--- src/hdl/ptsm_pkg.sv ---
// Shared types, constants and lookup tables for the path turn smoothness metrics block.
package ptsm_pkg;

	localparam int CORDIC_STEPS_DEF = 16;
	localparam int CORDIC_STEPS_MAX = 24;
	localparam int QUEUE_DEPTH = 2;
	localparam int DIV_STEPS = 47;

	localparam logic signed [27:0] PI_Q24 = 28'sd52707179;
	localparam logic signed [16:0] PI_Q13 = 17'sd25736;
	localparam logic signed [16:0] TWO_PI_Q13 = 17'sd51472;
	localparam logic [19:0] INV_GAIN_Q20 = 20'd636752;
	localparam logic [39:0] LEN_MAX = 40'hFF_FFFF_FFFF;

	localparam logic [15:0] SMOOTH_RESET = 16'd4096;
	localparam logic [14:0] TURN_RESET = 15'd6434;

	localparam logic ADDR_SMOOTH = 1'b0;
	localparam logic ADDR_TURN = 1'b1;

	// One classified point as handed from the front to the back.
	typedef struct packed {
		logic signed [32:0] dx;
		logic signed [32:0] dy;
		logic seg_ok;
		logic last;
		logic few;
	} point_entry_t;

	function automatic logic signed [27:0] atan_q24(input logic [4:0] idx);
		logic signed [27:0] r;
		unique case (idx)
			5'd0: r = 28'sd13176795;
			5'd1: r = 28'sd7778716;
			5'd2: r = 28'sd4110060;
			5'd3: r = 28'sd2086331;
			5'd4: r = 28'sd1047214;
			5'd5: r = 28'sd524117;
			5'd6: r = 28'sd262123;
			5'd7: r = 28'sd131069;
			5'd8: r = 28'sd65536;
			5'd9: r = 28'sd32768;
			5'd10: r = 28'sd16384;
			5'd11: r = 28'sd8192;
			5'd12: r = 28'sd4096;
			5'd13: r = 28'sd2048;
			5'd14: r = 28'sd1024;
			5'd15: r = 28'sd512;
			5'd16: r = 28'sd256;
			5'd17: r = 28'sd128;
			5'd18: r = 28'sd64;
			5'd19: r = 28'sd32;
			5'd20: r = 28'sd16;
			5'd21: r = 28'sd8;
			5'd22: r = 28'sd4;
			5'd23: r = 28'sd2;
			default: r = 28'sd0;
		endcase
		return r;
	endfunction

endpackage

--- src/hdl/path_turn_smoothness_metrics.sv ---
// Top level of the path turn smoothness metrics block with its register port.
//
// Points of a planar path enter through a queue-style input: a transaction
// takes place when push is high and full is low. The point marked with
// last_point closes the path and produces exactly one result; other points
// produce none. Results leave through a queue-style output: while empty is
// low the result ports hold the oldest result, and pop takes it.
// The front accepts a point and parks it in a two-entry queue.
// The back works one point at a time: a point that forms a segment passes
// through the iterative CORDIC rotator, two multiply states, accumulation
// and a finish state; a point that does not goes straight to the finish
// state. A closing point of a path of three or more points then runs the
// iterative divide and the output state; on a shorter path only the
// output state follows the finish state.
// Reset clears all path state, sets the limit registers to their defaults
// and empties both queues. When the receiver stalls, the result register
// holds its result; the back waits, the queue fills and full rises.
// The limit registers sit at byte addresses 0 and 4 of the APB port and
// should only be written while the block is idle.
module path_turn_smoothness_metrics #(
	parameter int CORDIC_STEPS = ptsm_pkg::CORDIC_STEPS_DEF
) (
	input  logic               clk,
	input  logic               arst_n,
	input  logic               push,
	output logic               full,
	input  logic signed [31:0] point_x,
	input  logic signed [31:0] point_y,
	input  logic               last_point,
	output logic               empty,
	input  logic               pop,
	output logic [15:0]        turn_per_length,
	output logic [14:0]        largest_turn,
	output logic [39:0]        path_length,
	output logic               too_curvy,
	output logic               too_few_points,
	input  logic               psel,
	input  logic               penable,
	input  logic               pwrite,
	input  logic [2:0]         paddr,
	input  logic [31:0]        pwdata,
	output logic [31:0]        prdata,
	output logic               pready
);

	logic [15:0] smooth_q;
	logic [14:0] turn_q;
	logic q_full;
	logic q_empty;
	logic wr_en;
	logic rd_en;
	ptsm_pkg::point_entry_t wr_data;
	ptsm_pkg::point_entry_t rd_data;

	// The port never inserts wait states.
	assign pready = 1'b1;
	assign prdata = (paddr[2] == ptsm_pkg::ADDR_TURN) ? {17'b0, turn_q} : {16'b0, smooth_q};

	always_ff @(posedge clk or negedge arst_n) begin
		if (!arst_n) begin
			smooth_q <= ptsm_pkg::SMOOTH_RESET;
			turn_q <= ptsm_pkg::TURN_RESET;
		end else if (psel && penable && pwrite) begin
			if (paddr[2] == ptsm_pkg::ADDR_TURN) begin
				turn_q <= pwdata[14:0];
			end else begin
				smooth_q <= pwdata[15:0];
			end
		end
	end

	assign full = q_full;

	ptsm_front u_front (
		.clk       (clk),
		.arst_n    (arst_n),
		.push      (push),
		.point_x   (point_x),
		.point_y   (point_y),
		.last_point(last_point),
		.q_full    (q_full),
		.wr_en     (wr_en),
		.wr_data   (wr_data)
	);

	ptsm_queue u_queue (
		.clk    (clk),
		.arst_n (arst_n),
		.wr_en  (wr_en),
		.wr_data(wr_data),
		.q_full (q_full),
		.rd_en  (rd_en),
		.rd_data(rd_data),
		.q_empty(q_empty)
	);

	ptsm_back #(
		.CORDIC_STEPS(CORDIC_STEPS)
	) u_back (
		.clk             (clk),
		.arst_n          (arst_n),
		.q_empty         (q_empty),
		.rd_data         (rd_data),
		.rd_en           (rd_en),
		.smoothness_limit(smooth_q),
		.turn_limit      (turn_q),
		.pop             (pop),
		.empty           (empty),
		.turn_per_length (turn_per_length),
		.largest_turn    (largest_turn),
		.path_length     (path_length),
		.too_curvy       (too_curvy),
		.too_few_points  (too_few_points)
	);

endmodule

--- src/hdl/ptsm_queue.sv ---
// Two-entry queue of classified points between the front and the back.
module ptsm_queue (
	input  logic                    clk,
	input  logic                    arst_n,
	input  logic                    wr_en,
	input  ptsm_pkg::point_entry_t  wr_data,
	output logic                    q_full,
	input  logic                    rd_en,
	output ptsm_pkg::point_entry_t  rd_data,
	output logic                    q_empty
);

	ptsm_pkg::point_entry_t mem_q [ptsm_pkg::QUEUE_DEPTH];
	logic wr_ptr_q;
	logic rd_ptr_q;
	logic [1:0] cnt_q;
	logic do_wr;
	logic do_rd;

	assign q_full = (cnt_q == 2'(ptsm_pkg::QUEUE_DEPTH));
	assign q_empty = (cnt_q == 2'd0);
	assign do_wr = wr_en && !q_full;
	assign do_rd = rd_en && !q_empty;
	assign rd_data = mem_q[rd_ptr_q];

	always_ff @(posedge clk or negedge arst_n) begin
		if (!arst_n) begin
			wr_ptr_q <= 1'b0;
			rd_ptr_q <= 1'b0;
			cnt_q <= 2'd0;
		end else begin
			if (do_wr) begin
				wr_ptr_q <= ~wr_ptr_q;
			end
			if (do_rd) begin
				rd_ptr_q <= ~rd_ptr_q;
			end
			if (do_wr && !do_rd) begin
				cnt_q <= cnt_q + 2'd1;
			end else if (do_rd && !do_wr) begin
				cnt_q <= cnt_q - 2'd1;
			end
		end
	end

	always_ff @(posedge clk) begin
		if (do_wr) begin
			mem_q[wr_ptr_q] <= wr_data;
		end
	end

endmodule

--- src/hdl/ptsm_front.sv ---
// Front end: accepts points, forms segment deltas and classifies each point.
module ptsm_front (
	input  logic                    clk,
	input  logic                    arst_n,
	input  logic                    push,
	input  logic signed [31:0]      point_x,
	input  logic signed [31:0]      point_y,
	input  logic                    last_point,
	input  logic                    q_full,
	output logic                    wr_en,
	output ptsm_pkg::point_entry_t  wr_data
);

	logic signed [31:0] prior_x_q;
	logic signed [31:0] prior_y_q;
	logic [1:0] seen_q;
	logic [1:0] seen_next;
	logic signed [32:0] dx;
	logic signed [32:0] dy;

	assign dx = 33'(point_x) - 33'(prior_x_q);
	assign dy = 33'(point_y) - 33'(prior_y_q);
	assign seen_next = (seen_q == 2'd3) ? 2'd3 : seen_q + 2'd1;

	assign wr_en = push && !q_full;
	assign wr_data.dx = dx;
	assign wr_data.dy = dy;
	assign wr_data.seg_ok = (seen_q != 2'd0) && !((dx == 33'sd0) && (dy == 33'sd0));
	assign wr_data.last = last_point;
	assign wr_data.few = (seen_next != 2'd3);

	always_ff @(posedge clk or negedge arst_n) begin
		if (!arst_n) begin
			prior_x_q <= '0;
			prior_y_q <= '0;
			seen_q <= 2'd0;
		end else if (wr_en) begin
			// The marked point ends the path, so the next point starts fresh.
			if (last_point) begin
				prior_x_q <= '0;
				prior_y_q <= '0;
				seen_q <= 2'd0;
			end else begin
				prior_x_q <= point_x;
				prior_y_q <= point_y;
				seen_q <= seen_next;
			end
		end
	end

endmodule

--- src/hdl/ptsm_back.sv ---
// Back end: iterative CORDIC, accumulation, iterative divide and the result register.
module ptsm_back #(
	parameter int CORDIC_STEPS = ptsm_pkg::CORDIC_STEPS_DEF
) (
	input  logic                    clk,
	input  logic                    arst_n,
	input  logic                    q_empty,
	input  ptsm_pkg::point_entry_t  rd_data,
	output logic                    rd_en,
	input  logic [15:0]             smoothness_limit,
	input  logic [14:0]             turn_limit,
	input  logic                    pop,
	output logic                    empty,
	output logic [15:0]             turn_per_length,
	output logic [14:0]             largest_turn,
	output logic [39:0]             path_length,
	output logic                    too_curvy,
	output logic                    too_few_points
);

	localparam int STEPS = (CORDIC_STEPS > ptsm_pkg::CORDIC_STEPS_MAX) ?
		ptsm_pkg::CORDIC_STEPS_MAX : CORDIC_STEPS;

	typedef enum logic [8:0] {
		ST_IDLE = 9'b000000001,
		ST_ROT  = 9'b000000010,
		ST_MUL1 = 9'b000000100,
		ST_MUL2 = 9'b000001000,
		ST_ACC  = 9'b000010000,
		ST_SUM  = 9'b000100000,
		ST_FIN  = 9'b001000000,
		ST_DIV  = 9'b010000000,
		ST_OUT  = 9'b100000000
	} back_state_t;

	back_state_t state_q;
	ptsm_pkg::point_entry_t cur_q;

	logic signed [43:0] x_q;
	logic signed [43:0] y_q;
	logic signed [27:0] z_q;
	logic [4:0] rot_cnt_q;
	logic [41:0] p_lo_q;
	logic [41:0] p_hi_q;
	logic [35:0] sl_q;
	logic signed [15:0] heading_q;
	logic [14:0] t_q;

	logic signed [15:0] prior_heading_q;
	logic prior_ok_q;
	logic [31:0] turn_sum_q;
	logic [14:0] turn_peak_q;
	logic [39:0] length_q;

	logic [46:0] num_q;
	logic [39:0] rem_q;
	logic [39:0] divisor_q;
	logic [5:0] div_cnt_q;

	logic out_valid_q;
	logic [15:0] tpl_q;
	logic [14:0] peak_out_q;
	logic [39:0] len_out_q;
	logic curvy_q;
	logic few_q;

	// Combinational helpers.
	logic signed [43:0] x0;
	logic signed [43:0] y0;
	logic signed [43:0] xs;
	logic signed [43:0] ys;
	logic signed [27:0] zr;
	logic signed [16:0] h17;
	logic signed [16:0] h1;
	logic signed [16:0] h2;
	logic signed [16:0] d0;
	logic signed [16:0] d1;
	logic signed [16:0] d2;
	logic signed [16:0] dabs;
	logic [63:0] prod;
	logic [40:0] len_add;
	logic [32:0] turn_add;
	logic [40:0] trial;
	logic ge;

	assign rd_en = (state_q == ST_IDLE) && !q_empty;

	assign x0 = {{3{rd_data.dx[32]}}, rd_data.dx, 8'b0};
	assign y0 = {{3{rd_data.dy[32]}}, rd_data.dy, 8'b0};
	assign xs = x_q >>> rot_cnt_q;
	assign ys = y_q >>> rot_cnt_q;

	always_comb begin
		zr = z_q + 28'sd1024;
		h17 = zr[27:11];
		h1 = (h17 > ptsm_pkg::PI_Q13) ? h17 - ptsm_pkg::TWO_PI_Q13 : h17;
		h2 = (h1 <= -ptsm_pkg::PI_Q13) ? h1 + ptsm_pkg::TWO_PI_Q13 : h1;
	end

	always_comb begin
		d0 = 17'(heading_q) - 17'(prior_heading_q);
		d1 = (d0 > ptsm_pkg::PI_Q13) ? d0 - ptsm_pkg::TWO_PI_Q13 : d0;
		d2 = (d1 <= -ptsm_pkg::PI_Q13) ? d1 + ptsm_pkg::TWO_PI_Q13 : d1;
		dabs = (d2 < 17'sd0) ? -d2 : d2;
	end

	assign prod = {22'b0, p_lo_q} + {p_hi_q, 22'b0} + 64'(1 << 27);
	assign len_add = {1'b0, length_q} + 41'(sl_q);
	assign turn_add = {1'b0, turn_sum_q} + 33'(t_q);
	assign trial = {rem_q, num_q[46]};
	assign ge = (trial >= {1'b0, divisor_q});

	always_ff @(posedge clk or negedge arst_n) begin
		if (!arst_n) begin
			state_q <= ST_IDLE;
			cur_q <= '0;
			x_q <= '0;
			y_q <= '0;
			z_q <= '0;
			rot_cnt_q <= '0;
			p_lo_q <= '0;
			p_hi_q <= '0;
			sl_q <= '0;
			heading_q <= '0;
			t_q <= '0;
			prior_heading_q <= '0;
			prior_ok_q <= 1'b0;
			turn_sum_q <= '0;
			turn_peak_q <= '0;
			length_q <= '0;
			num_q <= '0;
			rem_q <= '0;
			divisor_q <= '0;
			div_cnt_q <= '0;
			out_valid_q <= 1'b0;
			tpl_q <= '0;
			peak_out_q <= '0;
			len_out_q <= '0;
			curvy_q <= 1'b0;
			few_q <= 1'b0;
		end else begin
			if (pop && out_valid_q) begin
				out_valid_q <= 1'b0;
			end
			unique case (state_q)
				ST_IDLE: begin
					if (!q_empty) begin
						cur_q <= rd_data;
						rot_cnt_q <= '0;
						// Fold the left half plane onto the right before rotating.
						if (rd_data.dx[32]) begin
							x_q <= -x0;
							y_q <= -y0;
							z_q <= rd_data.dy[32] ? -ptsm_pkg::PI_Q24 : ptsm_pkg::PI_Q24;
						end else begin
							x_q <= x0;
							y_q <= y0;
							z_q <= '0;
						end
						state_q <= rd_data.seg_ok ? ST_ROT : ST_FIN;
					end
				end
				ST_ROT: begin
					if (y_q > 44'sd0) begin
						x_q <= x_q + ys;
						y_q <= y_q - xs;
						z_q <= z_q + ptsm_pkg::atan_q24(rot_cnt_q);
					end else begin
						x_q <= x_q - ys;
						y_q <= y_q + xs;
						z_q <= z_q - ptsm_pkg::atan_q24(rot_cnt_q);
					end
					rot_cnt_q <= rot_cnt_q + 5'd1;
					if (rot_cnt_q == 5'(STEPS - 1)) begin
						state_q <= ST_MUL1;
					end
				end
				ST_MUL1: begin
					p_lo_q <= 42'(x_q[21:0]) * 42'(ptsm_pkg::INV_GAIN_Q20);
					state_q <= ST_MUL2;
				end
				ST_MUL2: begin
					p_hi_q <= 42'(x_q[43:22]) * 42'(ptsm_pkg::INV_GAIN_Q20);
					heading_q <= h2[15:0];
					state_q <= ST_ACC;
				end
				ST_ACC: begin
					sl_q <= prod[63:28];
					t_q <= dabs[14:0];
					state_q <= ST_SUM;
				end
				ST_SUM: begin
					length_q <= len_add[40] ? ptsm_pkg::LEN_MAX : len_add[39:0];
					if (prior_ok_q) begin
						turn_sum_q <= turn_add[32] ? 32'hFFFF_FFFF : turn_add[31:0];
						if (t_q > turn_peak_q) begin
							turn_peak_q <= t_q;
						end
					end
					prior_heading_q <= heading_q;
					state_q <= ST_FIN;
				end
				ST_FIN: begin
					prior_ok_q <= cur_q.seg_ok;
					div_cnt_q <= '0;
					rem_q <= '0;
					num_q <= {turn_sum_q, 15'b0};
					divisor_q <= (length_q == 40'd0) ? 40'd1 : length_q;
					if (!cur_q.last) begin
						state_q <= ST_IDLE;
					end else if (cur_q.few) begin
						state_q <= ST_OUT;
					end else begin
						state_q <= ST_DIV;
					end
				end
				ST_DIV: begin
					rem_q <= ge ? 40'(trial - {1'b0, divisor_q}) : trial[39:0];
					num_q <= {num_q[45:0], ge};
					div_cnt_q <= div_cnt_q + 6'd1;
					if (div_cnt_q == 6'(ptsm_pkg::DIV_STEPS - 1)) begin
						state_q <= ST_OUT;
					end
				end
				ST_OUT: begin
					if (!out_valid_q) begin
						out_valid_q <= 1'b1;
						few_q <= cur_q.few;
						if (cur_q.few) begin
							tpl_q <= '0;
							peak_out_q <= '0;
							len_out_q <= '0;
							curvy_q <= 1'b0;
						end else begin
							tpl_q <= (|num_q[46:16]) ? 16'hFFFF : num_q[15:0];
							peak_out_q <= turn_peak_q;
							len_out_q <= length_q;
							curvy_q <= (num_q > 47'(smoothness_limit)) ||
								(turn_peak_q > turn_limit);
						end
						prior_heading_q <= '0;
						prior_ok_q <= 1'b0;
						turn_sum_q <= '0;
						turn_peak_q <= '0;
						length_q <= '0;
						state_q <= ST_IDLE;
					end
				end
				default: state_q <= ST_IDLE;
			endcase
		end
	end

	assign empty = !out_valid_q;
	assign turn_per_length = tpl_q;
	assign largest_turn = peak_out_q;
	assign path_length = len_out_q;
	assign too_curvy = curvy_q;
	assign too_few_points = few_q;

endmodule

--- config.mk ---
export PLATFORM = sky130hd
export DESIGN_NAME = path_turn_smoothness_metrics
export DESIGN_NICKNAME = d
export VERILOG_FILES = /design/src/hdl/ptsm_pkg.sv /design/src/hdl/path_turn_smoothness_metrics.sv /design/src/hdl/ptsm_queue.sv /design/src/hdl/ptsm_front.sv /design/src/hdl/ptsm_back.sv
export SDC_FILE = /design/constraint.sdc
export NUM_CORES = 2
export LEC_CHECK = 0
export ABC_AREA = 1
export ABC_CLOCK_PERIOD_IN_PS = 7300
export BUFFER_PORTS_ARGS = -buffer_cell sky130_fd_sc_hd__buf_2
export CAP_MARGIN = 25
export CORE_MARGIN = 2
export CORE_UTILIZATION = 35
export DETAILED_ROUTE_END_ITERATION = 8
export GPL_TIMING_DRIVEN = 0
export SLEW_MARGIN = 20
export SYNTH_ARGS = -nofsm -noshare
export SYNTH_HDL_FRONTEND = slang
export SYNTH_HIERARCHICAL = 1
export SYNTH_SLANG_ARGS = --single-unit
--- constraint.sdc ---
create_clock -name clk -period 7.3 [get_ports clk]
set_input_delay 0.365 -clock clk [delete_from_list [all_inputs] [get_ports clk]]
set_output_delay 0.365 -clock clk [all_outputs]
set_load 0.03 [all_outputs]
After elaboration in Yosys (flattened, before gate mapping)
Memory sizes are Yosys's and may differ from the RTL's.
Index checks and enable logic that the tools add are counted.
{ "word_totals": {"reg_bits": 688, "latch_bits": 0, "ram_bits": 138, "rom_bits": 1536, "in_bits": 107, "out_inout_bits": 108, "mem_count": 3} }
{ "classes": {"add_sub_neg": 27, "n_mul": 2, "n_div": 0, "order_cmp": 10, "n_eq_ne": 20, "n_shift": 2, "mux": 69, "bitwise": 5, "reduce_logical": 39} }
{ "memory_table": {"columns": ["name", "depth", "width", "read_ports", "rd_clocked_by_memory_dff", "wr", "line_no", "text"], "rows": [
  ["(no name shown)", 32, 24, 1, 0, 0, "ptsm_pkg.sv:32", "unique case (idx)"],
  ["(no name shown)", 32, 24, 1, 0, 0, "ptsm_pkg.sv:32", null],
  ["u_queue.mem_q", 2, 69, 1, 0, 1, "ptsm_queue.sv:13", "ptsm_pkg::point_entry_t mem_q [ptsm_pkg::QUEUE_DEPTH];"]
]} }
{ "ops": {"columns": ["cell", "count"], "rows": [
  ["two-way mux 44 bit", 6],
  ["two-way mux 28 bit", 8],
  ["two-way mux 40 bit", 5],
  ["case mux 44 bit (2 select lines)", 2],
  ["two-way mux 32 bit", 5],
  ["case mux 40 bit (2 select lines)", 2],
  ["case mux 47 bit (2 select lines)", 1],
  ["adder 44 bit", 2],
  ["negation 41 -> 44 bit", 2],
  [">>> shifter 44 x 5 -> 44 bit", 2],
  ["subtractor 44 bit", 2],
  ["case mux 9 bit (9 select lines)", 1],
  ["two-way mux 16 bit", 5],
  ["multiplier 22 x 16 -> 38 bit (second input constant)", 2],
  ["two-way mux 15 bit", 5],
  ["zero test 33 bit", 2],
  ["subtractor 32 x 32 -> 33 bit", 2],
  ["adder 42 x 64 -> 64 bit", 1],
  ["adder 64 x 28 -> 64 bit (second input constant)", 1],
  ["case mux 32 bit (2 select lines)", 1],
  ["case mux 28 bit (2 select lines)", 1],
  ["two-way mux 9 bit", 6],
  ["two-way mux 17 bit", 3],
  ["> comparator 47 x 16 -> 1 bit", 1],
  ["other kinds (55)", 106]
]} }

Longest topological paths before layout
{ "logic_depth": {"word_depth": 8, "depth_mapped": 43} }

Hierarchy
The synthesis kept the hierarchy.
{ "modules_own_cells": {"columns": ["mod", "instances", "cells_each", "area_each_um2"], "rows": [
  ["ptsm_back", 1, 8365, 60618.1],
  ["ptsm_front", 1, 1450, 7996.4],
  ["ptsm_queue", 1, 392, 5256.3],
  ["path_turn_smoothness_metrics", 1, 208, 1607.8]
]} }

Worst setup path after synthesis
Ideal clock, no wire load.
{ "synth_timing": {"path_kind": "register to register", "startpoint": "reg u_back.x_q[30]", "endpoint": "reg u_back.p_hi_q[35]", "arrival_ps": 6022, "required_ps": 7167, "path_slack_ps": 1145, "stages_incl_launch_ff": 25, "n_path_buf": 0, "cell_sequence": "dfrtp_1 -> fa_1 -> fa_1 -> inv_1 -> fa_1 -> fa_1 -> inv_1 -> fa_1 -> fa_1 -> ha_1 -> nand2_1 -> nor3_1 -> nand2_1 -> o211ai_1 -> a21o_1 -> nand2_1 -> nand2_1 -> a21oi_1 -> o31ai_1 -> nand2_1 -> o211ai_1 -> or3b_2 -> o211ai_1 -> xnor2_1 -> o21ai_0"} }
{ "synth_between": {"elab_chain_len": 1} }
{ "synth_lines": {"columns": ["item", "line_no", "text"], "rows": [
  ["from (decl)", "ptsm_back.sv:39", "logic signed [43:0] x_q;"],
  ["from (signal assigned)", "ptsm_back.sv:152", "x_q <= -x0;"],
  ["from (signal assigned)", "ptsm_back.sv:165", "x_q <= x_q + ys;"],
  ["from (signal assigned)", "ptsm_back.sv:169", "x_q <= x_q - ys;"],
  ["multiplier 22 x 16 -> 38 bit", "ptsm_back.sv:183", "p_hi_q <= 42'(x_q[43:22]) * 42'(ptsm_pkg::INV_GAIN_Q20);"],
  ["to (signal assigned)", "ptsm_back.sv:183", null],
  ["to (decl)", "ptsm_back.sv:44", "logic [41:0] p_hi_q;"]
]} }
No other way between the ends.
A chain may end at the register's enable or synchronous reset.

Worst setup path after layout
{ "layout_timing": {"startpoint": "reg u_back.rot_cnt_q[0]", "endpoint": "reg u_back.x_q[37]"} }
{ "layout_between": {"elab_chain_len": 4, "elab_cells_between_ends": 5, "classes_between": "add/sub: 2; shift: 1; mux: 2"} }
{ "layout_lines": {"columns": ["item", "line_no", "text"], "rows": [
  ["from (decl)", "ptsm_back.sv:42", "logic [4:0] rot_cnt_q;"],
  ["from (signal assigned)", "ptsm_back.sv:173", "rot_cnt_q <= rot_cnt_q + 5'd1;"],
  [">>> shifter 44 x 5 -> 44 bit *", "ptsm_back.sv:91", "assign ys = y_q >>> rot_cnt_q;"],
  ["subtractor 44 bit / adder 44 bit (equally long branches)", "ptsm_back.sv:169, ptsm_back.sv:165", null],
  ["two-way mux 44 bit *", "ptsm_back.sv:164", "if (y_q > 44'sd0) begin"],
  ["case mux 44 bit (2 select lines) *", "ptsm_back.sv:145", "unique case (state_q)"]
]} }
Mark *: on every way between the ends. The rest lies on a longest branch, timed or not.

==> metrics.cfg <==
[synthesis]
synth_area_leaders = dfrtp_1 22%, nand2_1 13%, ha_1 11%
syn_inst = 10400
yosysUniqueCellTypes = 78
synth.avg_cell_area_um2 = 7.25
synth_edf_count = 138
async_flop_share_pct = 82.8
synth-main-ff-cell = dfrtp_1
yosysSeqAreaShare_pct = 27.6
yosysTopAreaCellShare_pct = 21.8
yosys_warnings = 6
yosysTopAreaCell = dfrtp_1
ys_seq_elements = 804
syn_area_um2 = 75500

[critical_path]
worstSetupEndpointType = flip-flop
crit_fanout = 10
rr_endpoint = u_back/x_q[37]
timing_worst_setup_path_type = reg2reg
rrSetupSlack_ps = 170
r2r_start = u_back/rot_cnt_q[0]
reg2regPathDepth = 28
worstPathArrival_ps = 7690
required_ps = 7860
cp_slowest_cell = xor2_1
slowest_delay_ps = 610
cp-start-kind = flip-flop

[floorplanning]
die_x_um = 468
dieArea_um2 = 219000
initial_core_util_pct = 35.2
core-area_um2 = 214000
rows = 170
io_pins = 215
die_h_um = 468

[sta]
hold_slack_ps = 160
finalMaxSlewViolations = 0
post-route-period-util_pct = 97.6
setup_violations = 0
max_freq_ghz = 0.140
finalHoldViolCount = 0
min_period_ps = 7130
skew_ps = 76.5
tightest_slew_ps = 1110
max-slew-margin-rel_pct = 25.8

[clock_tree]
htree_levels = 3
cts_tree = built
clockBufferDepth = 3
cts.root.buffer_cell = clkbuf_16
clk_latency_ps = 760
clk_pin_slew_ps = 60
clock-sinks = 804
cts-buffers-inserted = 94

[routing]
met1_length_um = 119000
via_count = 71800
dr_wl_met3_um = 15900
dr.pass1.iters = 8
wire_per_inst_um = 20.0
routed_wl_um = 274000
antenna_left = 0
wl_met2_um = 126000
drt_iter0_drc = 6066
via_per_inst = 5.23
drc = 0
highest_layer = met5

[global_route]
grt_overflow = 0
grt_pass1_vias = 69700
grt_start_max_net_pins = 93
antenna_found_initial = 4
grt_pass1_wl_um = 415000
track_usage_pct = 24.5

[hold_path]
hold_class = in2reg
min_from = pwrite
hold_depth = 6
whs_endpoint = turn_q[1]

[place]
post-dp-hpwl_um = 225000
place.gp.congestion = 1.03
port_buffers = 178
placed_area_um2 = 80400

[flow_run]
drv_cap = 0

[layout]
area_delta_synth_final_pct = 12.4
n_fill_cell = 22200
multi_input_area_um2 = 46900
seqCellArea_um2 = 20800
drive_gt1_share_pct = 6.17
stdcell_area_um2 = 84800
fin_nets = 11900

[status]
status = complete, no violations

[what timing repair did]
action / 4_1_cts / 5_1_grt
hold buffers: 87 / 0
buffers inserted: 1 / 2
gates resized for setup: 23 / 77
hold endpoints to repair: 168 / 0
endpoints found under the setup margin: 44 / 27
pin swaps: 1 / 1
cloned: 0 / 0
[worst max-delay path, delay by kind of cell (launching register included)]
family                     cells  cell delay [ps]
AOI/OAI and AO/OA             11             2400
xor gates and xnor gates       1              610
adders and majority gates      1              400
buffers and inverters          4             1110
DFF                            1              440
muxes                          1              360
and+or+nand+nor               10             1630
[layout by cell type (no fill, tap or decap), types with 172 or more instances in the layout]
cell	n
nor2_1	696
ha_1	679
a21oi_1	627
o22ai_1	172
fa_1	311
clkbuf_1	210
nand2_1	2596
nand3_1	374
o21ai_0	856
dfrtp_1	647
xor2_1	195
inv_1	1711
buf_2	226
[state kept, by name (all words and copies together), names as in the netlist, 16 cells and up]
| register | cells |
|---|---|
| u_back/path_length | 40 |
| u_back/turn_sum_q | 32 |
| u_queue/mem_q | 138 |
| u_back/x_q | 44 |
| u_back/prior_heading_q | 16 |
| u_back/sl_q | 36 |
| u_back/p_hi_q | 38 |
| u_back/heading_q | 16 |
| u_back/y_q | 44 |
| smooth_q | 16 |
| u_back/z_q | 28 |
| u_back/p_lo_q | 16 |
| u_front/prior_x_q | 32 |
| u_back/rem_q | 40 |
| u_back/divisor_q | 40 |
| u_back/turn_per_length | 16 |
| u_back/num_q | 47 |
| u_front/prior_y_q | 32 |
| u_back/length_q | 40 |
[cell type report]
type / count / share of cell area (%)
inverters: 1735 / 7.69
diodes: 6 / 0.0177
repair buffers: 286 / 2.58
clock buffers: 131 / 3.19
clock inverters: 44 / 0.682
well taps: 2838 / 4.19
flip-flops and latches: 804 / 24.6
plain buffers: 314 / 1.73
multi-input cells: 7577 / 55.4
[synthesized netlist by cell type (all sizes together) (55+ instances only)]
| cell | n |
|---|---|
| xor2 | 204 |
| xnor2 | 119 |
| a31oi | 92 |
| o21ai | 929 |
| clkbuf | 197 |
| or2 | 62 |
| ha | 679 |
| dfrtp | 659 |
| fa | 311 |
| buf | 117 |
| nor3 | 104 |
| edfxtp | 138 |
| inv | 1730 |
| nand4 | 93 |
| nand3 | 380 |
| a21oi | 630 |
| nor4 | 55 |
| nand2 | 2630 |
| o22ai | 172 |
| nor2 | 718 |
[layer usage]
layer	global-route usage (%)	vias up
met4	10.1	2
met5	0	-
met3	3.31	491
met1	31.9	34300
li1	-	34700
met2	40.8	2300
[cells by family (layout without fill, tap and decap cells)]
kind of cell | count (synthesis) | count (layout) | synth area share (%)
other cells | 2 | 23 | 0.00995
xor+xnor | 323 | 323 | 3.75
fa+ha+maj | 990 | 990 | 19.5
buf+inv | 2049 | 2510 | 10.6
mux | 54 | 54 | 0.719
flops | 804 | 804 | 27.6
simple gates | 4102 | 4102 | 22.5
compound gates | 2091 | 2091 | 15.4
[how the worst max path moves through the flow]
stage	start	to	slack, ps	cells past startpoint
final	u_back/rot_cnt_q[0]	u_back/x_q[37]	170	28
after global routing	u_back/rot_cnt_q[0]	u_back/x_q[39]	-10	35
after CTS	u_back/rot_cnt_q[0]	u_back/x_q[39]	40	38
after detailed placement	u_back/y_q[0]	u_back/x_q[37]	-1520	31
after global placement	arst_n	u_back/y_q[42]	-8900	1
after floorplan	u_back/x_q[30]	u_back/p_hi_q[35]	1150	24
[metrics by stage]
| stage | TNS [ps] | setup WS, ps | utilization (%) | cells |
|---|---|---|---|---|
| floorplan | 0 | 1150 | - | 10400 |
| global placement | -5824400 | -8900 | 37.3 | 13400 |
| detailed placement | -23860 | -1520 | 37.5 | 13500 |
| CTS | 0 | 38.1 | 39.4 | 13700 |
| global route | -11.3 | -11.3 | 39.5 | 13700 |
| finish | 0 | 173 | 39.6 | 13700 |
Power is left out: the tool's default activity adds up to more than one toggle a clock period on the data nets, which glitch-free logic cannot reach.
